==> src/utf8_sequence_sanitizer_defines.svh <==
// ---------------------------------------------------------------------------
// UTF-8 sanitizer assertion macros
// Shared concurrent assertion shorthands for the sanitizer modules.
// ---------------------------------------------------------------------------
`ifndef UTF8_SEQUENCE_SANITIZER_DEFINES_SVH
`define UTF8_SEQUENCE_SANITIZER_DEFINES_SVH

// same-cycle implication, disabled during reset
`define USS_ASSERT_NOW(label, clk, rst_n, ante, cons) \
  label: assert property (@(posedge clk) disable iff (!rst_n) (ante) |-> (cons)) \
    else $error("uss assertion failed");

// next-cycle implication, disabled during reset
`define USS_ASSERT_NEXT(label, clk, rst_n, ante, cons) \
  label: assert property (@(posedge clk) disable iff (!rst_n) (ante) |=> (cons)) \
    else $error("uss assertion failed");

`endif

==> src/uss_pkg.sv <==
// ---------------------------------------------------------------------------
// UTF-8 sanitizer package
// Constants and the result group type passed from front to back.
// ---------------------------------------------------------------------------
`timescale 1ns / 1ps

package uss_pkg;

  localparam logic [7:0] REPL_BYTE   = 8'h3F;
  localparam int         QUEUE_DEPTH = 4;

  // up to four output bytes caused by one input beat
  typedef struct packed {
    logic [3:0][7:0] bytes;     // bytes[0] goes out first
    logic [1:0]      last_idx;  // index of the final byte in the group
    logic            last;      // group ends the string
  } grp_t;

endpackage

==> src/uss_front.sv <==
// ---------------------------------------------------------------------------
// UTF-8 sanitizer front end
// Classifies each accepted byte, holds partial sequences and builds the
// result group for the queue.
// ---------------------------------------------------------------------------
`timescale 1ns / 1ps

module uss_front (
  input  logic          clk,
  input  logic          rst_n,
  input  logic          acc,
  input  logic [7:0]    in_byte,
  input  logic          eos,
  output logic          push,
  output uss_pkg::grp_t grp
);

  logic [2:0][7:0] held_r;
  logic [1:0]      cnt_r, cnt_nxt;
  logic [2:0]      len_r, len_nxt;

  logic       held_any, cont, ascii;
  logic [2:0] fresh_len;
  logic       complete, early, store, brk, fresh_path, fresh_emit, fresh_hold;
  logic [7:0] tail_byte;
  logic       tail_v;
  logic [1:0] pre_cnt;
  logic [2:0] n;

  always_comb begin
    held_any = (cnt_r != 2'd0);
    cont     = (in_byte[7:6] == 2'b10);
    ascii    = !in_byte[7];
    if ((in_byte & 8'hE0) == 8'hC0) begin
      fresh_len = 3'd2;
    end else if ((in_byte & 8'hF0) == 8'hE0) begin
      fresh_len = 3'd3;
    end else if ((in_byte & 8'hF8) == 8'hF0) begin
      fresh_len = 3'd4;
    end else begin
      fresh_len = 3'd0;
    end

    complete   = held_any && cont && (({1'b0, cnt_r} + 3'd1) >= len_r);
    early      = held_any && cont && !complete && eos;
    store      = held_any && cont && !complete && !eos;
    brk        = held_any && !cont;
    fresh_path = !held_any || brk;
    fresh_emit = ascii || (fresh_len == 3'd0) || eos;
    fresh_hold = fresh_path && !fresh_emit;

    if (complete) begin
      tail_byte = in_byte;
    end else if (early || !ascii) begin
      tail_byte = uss_pkg::REPL_BYTE;
    end else begin
      tail_byte = in_byte;
    end
    tail_v  = complete || early || (fresh_path && fresh_emit);
    pre_cnt = (complete || early || brk) ? cnt_r : 2'd0;
    n       = {1'b0, pre_cnt} + {2'b0, tail_v};

    // held bytes go out as-is only when the sequence completes
    for (int i = 0; i < 3; i++) begin
      if (2'(i) < pre_cnt) begin
        grp.bytes[i] = complete ? held_r[i] : uss_pkg::REPL_BYTE;
      end else begin
        grp.bytes[i] = tail_byte;
      end
    end
    grp.bytes[3] = tail_byte;
    grp.last_idx = 2'(n - 3'd1);
    grp.last     = eos;
    push         = acc && (n != 3'd0);

    if (store) begin
      cnt_nxt = cnt_r + 2'd1;
      len_nxt = len_r;
    end else if (fresh_hold) begin
      cnt_nxt = 2'd1;
      len_nxt = fresh_len;
    end else begin
      cnt_nxt = 2'd0;
      len_nxt = 3'd0;
    end
  end

  always_ff @(posedge clk) begin
    if (!rst_n) begin
      cnt_r <= 2'd0;
      len_r <= 3'd0;
    end else if (acc) begin
      cnt_r <= cnt_nxt;
      len_r <= len_nxt;
    end
  end

  always_ff @(posedge clk) begin
    if (acc && fresh_hold) begin
      held_r[0] <= in_byte;
    end
    for (int i = 1; i < 3; i++) begin
      if (acc && store && (cnt_r == 2'(i))) begin
        held_r[i] <= in_byte;
      end
    end
  end

endmodule

==> src/uss_queue.sv <==
// ---------------------------------------------------------------------------
// UTF-8 sanitizer group queue
// Small FIFO of result groups between the front end and the serializer.
// ---------------------------------------------------------------------------
`timescale 1ns / 1ps
`include "utf8_sequence_sanitizer_defines.svh"

module uss_queue (
  input  logic          clk,
  input  logic          rst_n,
  input  logic          push,
  input  uss_pkg::grp_t wr_grp,
  input  logic          pop,
  output uss_pkg::grp_t head,
  output logic          full,
  output logic          empty
);

  localparam int PW = $clog2(uss_pkg::QUEUE_DEPTH);
  localparam int CW = $clog2(uss_pkg::QUEUE_DEPTH + 1);

  uss_pkg::grp_t q_r [uss_pkg::QUEUE_DEPTH];
  logic [PW-1:0] wr_ptr_r, rd_ptr_r;
  logic [CW-1:0] cnt_r, cnt_nxt;

  assign full  = (cnt_r == CW'(uss_pkg::QUEUE_DEPTH));
  assign empty = (cnt_r == '0);
  assign head  = q_r[rd_ptr_r];

  always_comb begin
    cnt_nxt = cnt_r;
    if (push && !pop) begin
      cnt_nxt = cnt_r + 1'b1;
    end else if (pop && !push) begin
      cnt_nxt = cnt_r - 1'b1;
    end
  end

  always_ff @(posedge clk) begin
    if (!rst_n) begin
      wr_ptr_r <= '0;
      rd_ptr_r <= '0;
      cnt_r    <= '0;
    end else begin
      cnt_r <= cnt_nxt;
      if (push) begin
        wr_ptr_r <= (wr_ptr_r == PW'(uss_pkg::QUEUE_DEPTH - 1)) ? '0 : wr_ptr_r + 1'b1;
      end
      if (pop) begin
        rd_ptr_r <= (rd_ptr_r == PW'(uss_pkg::QUEUE_DEPTH - 1)) ? '0 : rd_ptr_r + 1'b1;
      end
    end
  end

  always_ff @(posedge clk) begin
    if (push) begin
      q_r[wr_ptr_r] <= wr_grp;
    end
  end

  `USS_ASSERT_NOW(a_no_push_full, clk, rst_n, full, !push)
  `USS_ASSERT_NOW(a_no_pop_empty, clk, rst_n, empty, !pop)
  `USS_ASSERT_NEXT(a_cnt_track, clk, rst_n, push && !pop, cnt_r == $past(cnt_r) + 1'b1)

endmodule

==> src/uss_back.sv <==
// ---------------------------------------------------------------------------
// UTF-8 sanitizer back end
// Serializes queued groups into output beats through an output register.
// ---------------------------------------------------------------------------
`timescale 1ns / 1ps
`include "utf8_sequence_sanitizer_defines.svh"

module uss_back (
  input  logic          clk,
  input  logic          rst_n,
  input  uss_pkg::grp_t head,
  input  logic          empty,
  output logic          pop,
  output logic          out_tvalid,
  input  logic          out_tready,
  output logic [7:0]    out_tdata,
  output logic          out_tlast
);

  logic       valid_r;
  logic [7:0] data_r;
  logic       last_r;
  logic [1:0] pos_r, pos_nxt;
  logic       load, is_end;

  always_comb begin
    load    = !empty && (!valid_r || out_tready);
    is_end  = (pos_r == head.last_idx);
    pop     = load && is_end;
    pos_nxt = is_end ? 2'd0 : pos_r + 2'd1;
  end

  always_ff @(posedge clk) begin
    if (!rst_n) begin
      valid_r <= 1'b0;
      pos_r   <= 2'd0;
    end else if (load) begin
      valid_r <= 1'b1;
      pos_r   <= pos_nxt;
    end else if (out_tready) begin
      valid_r <= 1'b0;
    end
  end

  always_ff @(posedge clk) begin
    if (load) begin
      data_r <= head.bytes[pos_r];
      last_r <= head.last && is_end;
    end
  end

  assign out_tvalid = valid_r;
  assign out_tdata  = data_r;
  assign out_tlast  = last_r;

  // the beat index never runs past the end of the group at the head
  `USS_ASSERT_NOW(a_pos_in_group, clk, rst_n, !empty, pos_r <= head.last_idx)

endmodule

==> src/utf8_sequence_sanitizer.sv <==
// An accepted input beat goes through the group queue to the output register.
// Throughput: one input beat per cycle while the queue is not full, one output
// beat per cycle while out_tready is high; a group of up to 4 bytes goes out one
// byte per output beat, with a 4-group queue taking the burst.
// Reset (rst_n low, synchronous) empties the hold state, queue and output.
// ---------------------------------------------------------------------------
// UTF-8 sequence sanitizer
// Passes structurally well-formed UTF-8 and replaces broken bytes with '?'.
// ---------------------------------------------------------------------------
`timescale 1ns / 1ps

module utf8_sequence_sanitizer (
  input  logic       clk,
  input  logic       rst_n,
  input  logic       in_tvalid,
  output logic       in_tready,
  input  logic [7:0] in_tdata,   // [7:0] in_byte
  input  logic       in_tlast,   // end_of_string
  output logic       out_tvalid,
  input  logic       out_tready,
  output logic [7:0] out_tdata,  // [7:0] out_byte
  output logic       out_tlast   // last_out
);

  uss_pkg::grp_t wr_grp, head;
  logic          acc, push, pop, full, empty;

  assign in_tready = !full;
  assign acc       = in_tvalid && in_tready;

  uss_front u_front (
    .clk     (clk),
    .rst_n   (rst_n),
    .acc     (acc),
    .in_byte (in_tdata),
    .eos     (in_tlast),
    .push    (push),
    .grp     (wr_grp)
  );

  uss_queue u_queue (
    .clk    (clk),
    .rst_n  (rst_n),
    .push   (push),
    .wr_grp (wr_grp),
    .pop    (pop),
    .head   (head),
    .full   (full),
    .empty  (empty)
  );

  uss_back u_back (
    .clk        (clk),
    .rst_n      (rst_n),
    .head       (head),
    .empty      (empty),
    .pop        (pop),
    .out_tvalid (out_tvalid),
    .out_tready (out_tready),
    .out_tdata  (out_tdata),
    .out_tlast  (out_tlast)
  );

endmodule

==> config.mk <==
export PLATFORM = sky130hd
export DESIGN_NAME = utf8_sequence_sanitizer
export DESIGN_NICKNAME = d
export VERILOG_FILES = /design/src/uss_pkg.sv /design/src/uss_front.sv /design/src/uss_queue.sv /design/src/uss_back.sv /design/src/utf8_sequence_sanitizer.sv
export VERILOG_INCLUDE_DIRS = /design/src /design/src/src
export SDC_FILE = /design/constraint.sdc
export NUM_CORES = 1
export LEC_CHECK = 0
export BUFFER_PORTS_ARGS = -buffer_cell sky130_fd_sc_hd__buf_2
export CAP_MARGIN = 20
export CELL_PAD_IN_SITES_DETAIL_PLACEMENT = 1
export CELL_PAD_IN_SITES_GLOBAL_PLACEMENT = 1
export CORE_MARGIN = 2
export CORE_UTILIZATION = 50
export DETAILED_ROUTE_END_ITERATION = 6
export GPL_ROUTABILITY_DRIVEN = 0
export PLACE_DENSITY_LB_ADDON = 0.1
export SLEW_MARGIN = 20
export SYNTH_ARGS = -nofsm -noshare
export SYNTH_HDL_FRONTEND = slang
export SYNTH_SLANG_ARGS = --single-unit
==> constraint.sdc <==
create_clock -name clk -period 6.1 [get_ports clk]
set_input_delay 0.61 -clock clk [delete_from_list [all_inputs] [get_ports clk]]
set_output_delay 0.61 -clock clk [all_outputs]
set_load 0.1 [all_outputs]
==> impl_metrics.py, run 1 <==
metrics = {
    "floorplanning": {
        "die_w_um": 128.5,
        "die_y_um": 128.5,
        "coreArea_um2": 15200,
        "start_util": 0.5098,
        "rows": 45,
        "io_pins": 24,
        "dieArea_um2": 16510,
    },
    "global_routing": {
        "antenna_found_initial": 0,
        "grt_pass1_wl_mm": 25.26,
        "grt_usage": 0.2107,
        "gr-total-overflow": 0,
        "grt_pass1_vias": 4280,
        "grt_max_degree": 39,
    },
    "yosys": {
        "synthTopCellsByArea": "edfxtp_1 (67%), mux4_2 (12%), dfxtp_1 (4.4%), ha_1 (2.6%), o32a_1 (2.3%)",
        "syn_avg_cell_area_um2": 18.95,
        "ys_ff_latch": 190,
        "ys.warnings.count": 0,
        "synth_flop_cell": "edfxtp_1",
        "synth_seq_area_share": 0.7142,
        "synthCells": 409,
        "synth_most_common_cell": "edfxtp_1",
        "synth-edff-count": 173,
        "synth_nets": 439,
        "yosys-top-cells-count": "edfxtp_1 (173), mux4_2 (40), o32a_1 (18)",
        "synth.largest_area_cell": "edfxtp_1",
        "synth-async-reset-ratio": 0,
        "synth_cell_types": 46,
        "synth_top_area_frac": 0.6703,
        "syn_area_um2": 7750,
    },
    "finish": {
        "syn2layout_area_growth_pct": 11.20,
        "diodes": 0,
        "design_area_um2": 8618,
        "drive_gt1_frac": 0.2434,
        "fill_cells": 1344,
        "stdcell_count": 644,
        "final_core_util": 0.5669,
        "fin_nets": 473,
    },
    "worst_setup_path": {
        "cp-end-kind": "register",
        "slowest_stage": "a211oi_1",
        "critPathRequiredTime_ps": 6460,
        "crit_fanout": 7,
        "critPathLaunchType": "register",
        "criticalPathCategory": "register to register",
        "cpPeakStageDelay_ps": 470,
        "arrival_ps": 4870,
        "path_cells": "inv_1 > ha_1 > ha_1 > a21o_1 > a211oi_1 > nor3_1 > ha_1 > ha_1 > inv_1 > ha_1 > a21boi_2 > ha_1 > inv_1 > fa_1 > xor2_1 > or3_1 > a21boi_0",
        "path_common_cell": "ha_1",
    },
    "power_and_ir_drop": {
        "powerDensity_nw_per_um2": 412.4,
        "p_total_mw": 3.555,
        "ir_worst_vdd_uv": 252.1,
        "leakage_nw": 2.759,
    },
    "clocking": {
        "clockBufferDepth": 2,
        "ctsResizeCount": 0,
        "cts_buffers": 17,
        "clk_latency_ps": 430,
        "cts_sinks": 190,
        "hold_buffers": 0,
        "post_cts_buffers": 0,
        "cts_max_level": 4,
        "cts_tree": "yes",
        "clock-root-buffer": "clkbuf_16",
        "path_clk_slew_ps": 70,
    },
    "sta": {
        "maxSlewHeadroom": 0.2906,
        "period_needed_ps": 4517,
        "post-route-period-util": 0.7404,
        "drv_slew": 0,
        "hold_viol_final": 0,
        "setup_viol": 0,
        "worst_pin_slew_ps": 1063,
        "max_freq_mhz": 221.4,
        "rsz0062_at_grt": "no",
        "hold_ws_ps": 476.0,
        "worst_slack_ps": 1584,
        "fin_setup_tns_ps": 0,
        "fin_worst_skew_ps": 13.78,
    },
    "routing": {
        "wirelength_mm": 15.92,
        "ant_nets": 0,
        "post-route-drc-count": 0,
        "firstDrtPassIters": 4,
        "drt-initial-drc-count": 281,
        "routedWlPerCell_um": 24.72,
        "vias": 3889,
        "viasPerCell": 6.039,
    },
    "placed_design": {
        "hpwl_mm": 9.471,
        "placedInstanceArea_um2": 8079,
        "dp.cells": 612,
        "port_buffers": 23,
        "post-place-ws_ps": 1616,
    },
    "worst_hold_path": {
        "hold_path.class": "input port to register",
    },
    "job": {
        "cap_viol_max_count": 0,
    },
    "status": {
        "status": "completed",
    },
}
cells in the final DEF (no fill, tap or decap), types with 7 or more instances in the layout:
cell	instances
buf_2	23
and2_1	7
edfxtp_1	173
buf_4	7
nand2_1	17
ha_1	16
mux2i_1	10
o32a_1	18
mux4_2	40
inv_1	14
dfxtp_1	16
clkbuf_16	17
nor2_1	9
clkinv_1	7
layer usage:
| layer | part of all wire | GRT usage |
|---|---|---|
| met2 | 0.51 | 0.3561 |
| met3 | 0.027 | 0.04116 |
| met4 | 0.017 | 0.06777 |
| met5 | 0 | 0 |
| met1 | 0.44 | 0.2793 |
power by group:
| group | total, mW | internal, mW | switching [mW] |
|---|---|---|---|
| logic | 0.890 | 0.311 | 0.579 |
| registers | 1.66 | 1.58 | 0.0745 |
| clock network | 1.01 | 0.552 | 0.456 |
| total | 3.55 | 2.45 | 1.11 |
state kept, by name, indices dropped and copies added, names as in the netlist, 2 cells and up, named ones only:
name              flops
u_back.out_tdata      8
u_front.len_r         3
u_front.cnt_r         2
u_back.pos_r          2
u_queue.cnt_r         3
u_front.held_r       24
u_queue.q_r         140
u_queue.rd_ptr_r      2
u_queue.wr_ptr_r      2
cell families (layout without fill, tap and decap cells):
kind of cell,Yosys count,count (layout),share of synthesized area
compound gates,45,45,0.05279
xor+xnor,8,8,0.009041
fa+ha+maj,17,17,0.02841
buf+inv,29,76,0.01760
flops,190,190,0.7142
mux,51,51,0.1306
simple gates,69,69,0.04730
critical path: cells and delay by family (launching register included):
family / cells / cell delay (ps)
adder cells (fa/ha/maj): 7 / 1950
flip-flops: 1 / 450
XOR/XNOR: 1 / 200
buffers and inverters: 3 / 300
AND/OR/NAND/NOR: 2 / 410
AO/OA/AOI/OAI: 4 / 1140
area by class of cell:
class / instances / area, µm² / area share
inverters: 14 / 52.55 / 0.006098
clock buffers: 18 / 429.2 / 0.04980
flip-flops and latches: 190 / 5537 / 0.6424
repair buffers: 30 / 167.7 / 0.01945
multi-input cells: 190 / 2095 / 0.2430
clock inverters: 14 / 102.6 / 0.01190
well taps: 188 / 235.2 / 0.02729
worst paths after layout:
check	slack, ps	start	cells past startpoint	endpoint
worst max-delay path	1580	u_front.cnt_r[0]	17	u_queue.cnt_r[2]
worst min-delay path	480	in_tdata[1]	1	u_front.held_r[17]
worst max register to register	1580	u_front.cnt_r[0]	17	u_queue.cnt_r[2]
worst min register to register	500	u_back.out_tvalid	2	u_back.out_tvalid
No activity file was read; power rests on OpenSTA's default activity.
==> run 2: changes to the inputs <==
--- a/config.mk
+++ b/config.mk
@@ -11,7 +11,7 @@
 export CELL_PAD_IN_SITES_DETAIL_PLACEMENT = 1
 export CELL_PAD_IN_SITES_GLOBAL_PLACEMENT = 1
 export CORE_MARGIN = 2
-export CORE_UTILIZATION = 50
+export CORE_UTILIZATION = 49
 export DETAILED_ROUTE_END_ITERATION = 6
 export GPL_ROUTABILITY_DRIVEN = 0
 export PLACE_DENSITY_LB_ADDON = 0.1
==> constraint.sdc (replaced) <==
create_clock -name clk -period 4.1 [get_ports clk]
set_input_delay 0.41 -clock clk [delete_from_list [all_inputs] [get_ports clk]]
set_output_delay 0.41 -clock clk [all_outputs]
set_load 0.1 [all_outputs]
==> run 2 against run 1 <==
Net effect: design area up 3.0%; critical path depth did not move; count of clock-buffer cells in the layout grew 9; total power grew 55%; sequential share of layout area down 1.8 points; non-clock buffer count grew 14; largest power group unchanged.
==> impl_metrics.py, run 2 (synthesis results as in run 1) <==
metrics = {
    "job": {
        "cap_viol_max_count": 0,
    },
    "routing": {
        "vias": 3916,
        "wirelength_mm": 16.27,
        "routedWlPerCell_um": 23.89,
        "firstDrtPassIters": 4,
        "drt-initial-drc-count": 290,
        "viasPerCell": 5.750,
        "post-route-drc-count": 0,
        "ant_nets": 0,
    },
    "clocking": {
        "cts_sinks": 190,
        "clk_latency_ps": 430,
        "cts_max_level": 4,
        "hold_buffers": 0,
        "clock-root-buffer": "clkbuf_16",
        "cts_tree": "yes",
        "path_clk_slew_ps": 60,
        "clockBufferDepth": 2,
        "cts_buffers": 17,
    },
    "worst_setup_path": {
        "path_delay_family": "adder cells",
        "cpPeakStageDelay_ps": 390,
        "cp-end-kind": "register",
        "path_cells": "inv_1 > ha_1 > ha_1 > a21o_1 > a2111oi_4 > nor2_1 > ha_1 > ha_1 > inv_1 > ha_1 > a21boi_2 > ha_2 > inv_1 > fa_1 > xor2_1 > or3_1 > a21boi_1",
        "crit_fanout": 6,
        "arrival_ps": 4250,
        "slowest_stage": "fa_1",
        "criticalPathCategory": "register to register",
        "cp_num_buf_inv": 3,
        "path_common_cell": "ha_1",
        "critPathLaunchType": "register",
        "critPathRequiredTime_ps": 4450,
    },
    "sta": {
        "hold_ws_ps": 257.8,
        "post-route-period-util": 0.9495,
        "setup_viol": 0,
        "hold_viol_final": 0,
        "worst_pin_slew_ps": 640.6,
        "drv_slew": 0,
        "max_freq_mhz": 256.9,
        "period_needed_ps": 3893,
        "worst_slack_ps": 206.9,
        "maxSlewHeadroom": 0.5704,
        "fin_setup_tns_ps": 0,
        "fin_worst_skew_ps": 8.460,
    },
    "power_and_ir_drop": {
        "ir_worst_vdd_uv": 395.9,
        "p_total_mw": 5.507,
        "powerDensity_nw_per_um2": 620.4,
        "leakage_nw": 2.897,
    },
    "finish": {
        "fin_nets": 487,
        "multi_input_area_um2": 2095,
        "seq_area_um2": 5542,
        "diodes": 0,
        "design_area_um2": 8876,
        "drive_gt1_frac": 0.2872,
        "fill_cells": 1367,
        "final_common_cell": "edfxtp_1",
        "syn2layout_area_growth_pct": 14.53,
        "largest_reg_flops": 140,
        "final_cell_mix": "edfxtp_1 (173), mux4_2 (40), buf_2 (23)",
        "top_register": "u_queue.q_r",
    },
    "global_routing": {
        "antenna_found_initial": 0,
        "grt_max_degree": 37,
        "grt_pass1_wl_mm": 25.63,
        "grt_pass1_vias": 4371,
        "grt_usage": 0.2122,
        "gr-total-overflow": 0,
    },
    "placed_design": {
        "post-place-ws_ps": 99.27,
        "placedInstanceArea_um2": 8263,
        "port_buffers": 23,
        "hpwl_mm": 9.993,
    },
    "floorplanning": {
        "die_y_um": 129.8,
        "die_w_um": 129.8,
        "dieArea_um2": 16840,
        "io_pins": 24,
        "start_util": 0.5060,
        "coreArea_um2": 15310,
        "rows": 45,
    },
    "worst_hold_path": {
        "hold_path.class": "input port to register",
    },
    "status": {
        "status": "completed",
    },
}
## run 2: layout make-up
type                            instances  share of cell area
Clock buffer                           27             0.05906
Sequential cell                       190              0.6243
Inverter                               14            0.005920
Clock inverter                          5            0.008599
Tap cell                              211             0.02974
Timing Repair Buffer                   44             0.03637
Multi-Input combinational cell        190              0.2360
## run 2: worst reg2reg max path, delay by kind of cell (launching register included)
family                   cells  cell delay [ps]
AO/OA/AOI/OAI                4              860
XOR/XNOR                     1              180
flip-flops                   1              380
AND/OR/NAND/NOR              2              390
buffers and inverters        3              170
adder cells (fa/ha/maj)      7             1850
## run 2: stage by stage
step           cells  utilization
6_report         681       0.5796
3_3_place_gp     649       0.5395
4_1_cts          681       0.5788
3_5_place_dp     649       0.5395
5_1_grt          681       0.5796
2_1_floorplan    409            -
## run 2: path summary, 6_finish.rpt
path / depth (start not counted) / end / start / slack [ps]
worst max-delay path: 17 / u_queue.cnt_r[2] / u_front.cnt_r[0] / 210
worst min-delay path: 1 / u_front.held_r[18] / in_tdata[2] / 260
worst max register to register: 17 / u_queue.cnt_r[2] / u_front.cnt_r[0] / 210
worst min register to register: 2 / u_front.len_r[2] / u_front.len_r[2] / 490
## run 2: power by group
group	leakage (nW)	internal, mW	total (mW)	switching, mW
combinational	0.894	0.495	1.42	0.924
clock	0.297	1.00	1.66	0.658
sequential	1.71	2.35	2.43	0.0770
total	2.90	3.85	5.51	1.66
## run 2: repair_timing
| item | 4_1_cts | 5_1_grt |
|---|---|---|
| setup endpoints to repair | 0 | 1 |
| resized for setup | 0 | 6 |
| setup buffers | 0 | 0 |
| endpoints found under the hold margin | 0 | 0 |
## run 2: layer usage
layer  GRT usage  wire, µm  vias up  part of all wire
met5           0         0        -                 0
met4     0.07211       275        0             0.017
met3     0.04100       640       18             0.039
met2      0.3523      8219       85              0.51
met1      0.2851      7134     2061              0.44
li1            -         -     1752                 -
==> run 3: changes to the inputs <==
--- a/config.mk
+++ b/config.mk
@@ -12,8 +12,8 @@
 export CELL_PAD_IN_SITES_GLOBAL_PLACEMENT = 1
 export CORE_MARGIN = 2
 export CORE_UTILIZATION = 49
+export CTS_BUF_LIST = sky130_fd_sc_hd__clkbuf_8 sky130_fd_sc_hd__clkbuf_16
 export DETAILED_ROUTE_END_ITERATION = 6
-export GPL_ROUTABILITY_DRIVEN = 0
 export PLACE_DENSITY_LB_ADDON = 0.1
 export SLEW_MARGIN = 20
 export SYNTH_ARGS = -nofsm -noshare
==> run 3 against run 2 <==
Net effect: utilization stayed put; largest power group unchanged; critical path type unchanged; combinational power hardly changed; cell count unchanged; hold slack about the same; highest routed layer unchanged; critical path depth unchanged.
==> impl_metrics.py, run 3 (synthesis results as in run 1) <==
metrics = {
    "floorplanning": {
        "start_util": 0.5060,
        "die_w_um": 129.8,
        "rows": 45,
        "io_pins": 24,
        "dieArea_um2": 16840,
        "die_y_um": 129.8,
        "coreArea_um2": 15310,
    },
    "worst_setup_path": {
        "arrival_ps": 4240,
        "path_common_cell": "ha_1",
        "cpPeakStageDelay_ps": 390,
        "crit_fanout": 6,
        "r2r_start": "u_front.cnt_r[0]",
        "critPathLaunchType": "register",
        "r2r_cells": 17,
        "critPathRequiredTime_ps": 4450,
        "cp-end-kind": "register",
        "slowest_stage": "fa_1",
        "r2r_setup_slack_ps": 210,
        "criticalPathCategory": "register to register",
        "path_cells": "inv_1 > ha_1 > ha_1 > a21o_1 > a2111oi_4 > nor2_1 > ha_1 > ha_1 > inv_1 > ha_1 > a21boi_2 > ha_2 > inv_1 > fa_1 > xor2_1 > or3_1 > a21boi_1",
        "timing.rr.end": "u_queue.cnt_r[2]",
    },
    "placed_design": {
        "gp_congestion": 0.7828,
        "hpwl_mm": 9.993,
        "dp.cells": 649,
        "port_buffers": 23,
    },
    "sta": {
        "max_freq_mhz": 257.1,
        "worst_pin_slew_ps": 646.9,
        "post-route-period-util": 0.9486,
        "hold_viol_final": 0,
        "drv_slew": 0,
        "fin_worst_skew_ps": 8.078,
        "maxSlewHeadroom": 0.5687,
        "setup_viol": 0,
        "period_needed_ps": 3889,
    },
    "clocking": {
        "clock-root-buffer": "clkbuf_16",
        "clockBufferDepth": 2,
        "cts_tree": "yes",
        "hold_buffers": 0,
        "clk_latency_ps": 430,
        "cts_max_level": 4,
        "cts_buffers": 17,
        "cts_sinks": 190,
        "path_clk_slew_ps": 70,
    },
    "routing": {
        "vias": 3918,
        "routedWlPerCell_um": 23.85,
        "drt-initial-drc-count": 295,
        "post-route-drc-count": 0,
        "viasPerCell": 5.753,
        "ant_nets": 0,
        "wirelength_mm": 16.25,
        "firstDrtPassIters": 4,
    },
    "finish": {
        "fin_nets": 487,
        "syn2layout_area_growth_pct": 14.53,
        "stdcell_count": 681,
        "final_common_cell": "edfxtp_1",
        "largest_reg_flops": 140,
        "diodes": 0,
        "final_cell_mix": "edfxtp_1 (173), mux4_2 (40), buf_2 (23)",
        "top_register": "u_queue.q_r",
        "drive_gt1_frac": 0.2872,
        "fill_cells": 1367,
    },
    "global_routing": {
        "grt_pass1_vias": 4371,
        "grt_max_degree": 37,
        "grt_pass1_wl_mm": 25.63,
        "gr-total-overflow": 0,
        "antenna_found_initial": 0,
        "grt_usage": 0.2122,
    },
    "power_and_ir_drop": {
        "p_int_mw": 3.836,
        "ir_worst_vdd_uv": 394.9,
        "comb_power_share": 0.258,
        "seq_power_share": 0.442,
        "leakage_nw": 2.918,
        "powerDensity_nw_per_um2": 618.9,
        "netSwitchingPower_mw": 1.657,
        "p_total_mw": 5.493,
        "power_frac_clock": 0.299,
        "switching_share": 0.3016,
    },
    "worst_hold_path": {
        "whs_endpoint": "u_front.held_r[18]",
        "hold_depth": 1,
        "hold_path.class": "input port to register",
        "min_from": "in_tdata[2]",
    },
    "job": {
        "cap_viol_max_count": 0,
    },
    "status": {
        "status": "completed",
    },
}
[run 3: final cells by class]
class                      count  area [µm²]  area share
tap                          211       264.0     0.02974
inverter                      14       52.55    0.005920
multi-input combinational    190        2095      0.2360
clock inverter                10       95.09     0.01071
timing repair buffer          44       322.8     0.03637
sequential                   190        5542      0.6243
clock buffer                  22       505.5     0.05695
[run 3: metrics by stage]
| stage | worst slack (ps) | TNS [ps] | hold WS, ps | area, µm² | utilization |
|---|---|---|---|---|---|
| finish | 210.9 | 0 | 257.8 | 8876 | 0.5796 |
| global route | -11.48 | -11.48 | 264.7 | 8876 | 0.5796 |
| CTS | 25.01 | 0 | 237.8 | 8864 | 0.5788 |
| detailed placement | 99.27 | 0 | 475.8 | 8263 | 0.5395 |
| global placement | 287.3 | 0 | 463.6 | 8263 | 0.5395 |
| floorplan | 106.9 | 0 | 443.8 | 7750 | - |
[run 3: repair_timing]
item,in CTS,in global routing
resized for setup,0,6
setup endpoints to repair,0,1
setup buffers,0,0
[run 3: power by group through the flow]
stage          combinational [mW]  sequential [mW]  clock, mW
2_1_floorplan               0.726             2.83          0
3_3_place_gp                 1.40             2.46          0
3_5_place_dp                 1.43             2.47          0
4_1_cts                      1.44             2.43       1.68
5_1_grt                      1.51             2.45       1.75
6_report                     1.42             2.43       1.64
[run 3: worst max path at each step]
stage | startpoint | end | depth (start not counted)
2_1_floorplan | u_front.cnt_r[0] | u_queue.q_r[3][0] | 12
3_3_place_gp | u_front.cnt_r[0] | u_queue.cnt_r[2] | 17
3_5_place_dp | u_front.cnt_r[0] | u_queue.cnt_r[2] | 17
4_1_cts | u_front.cnt_r[0] | u_queue.cnt_r[2] | 17
5_1_grt | u_front.cnt_r[0] | u_queue.cnt_r[2] | 17
6_report | u_front.cnt_r[0] | u_queue.cnt_r[2] | 17
[run 3: routing by layer]
layer	track usage	vias to the layer above	wire, µm
met2	0.3523	111	8268
met3	0.04100	15	850
met4	0.07211	0	172
met1	0.2851	2040	6953
li1	-	1752	-
met5	0	-	0
[run 3: worst max-delay path, delay by kind of cell, from the launching register on]
| kind | cells | cell delay [ps] |
|---|---|---|
| flops | 1 | 380 |
| buf+inv | 3 | 170 |
| simple gates | 2 | 390 |
| compound gates | 4 | 860 |
| xor+xnor | 1 | 180 |
| fa+ha+maj | 7 | 1850 |
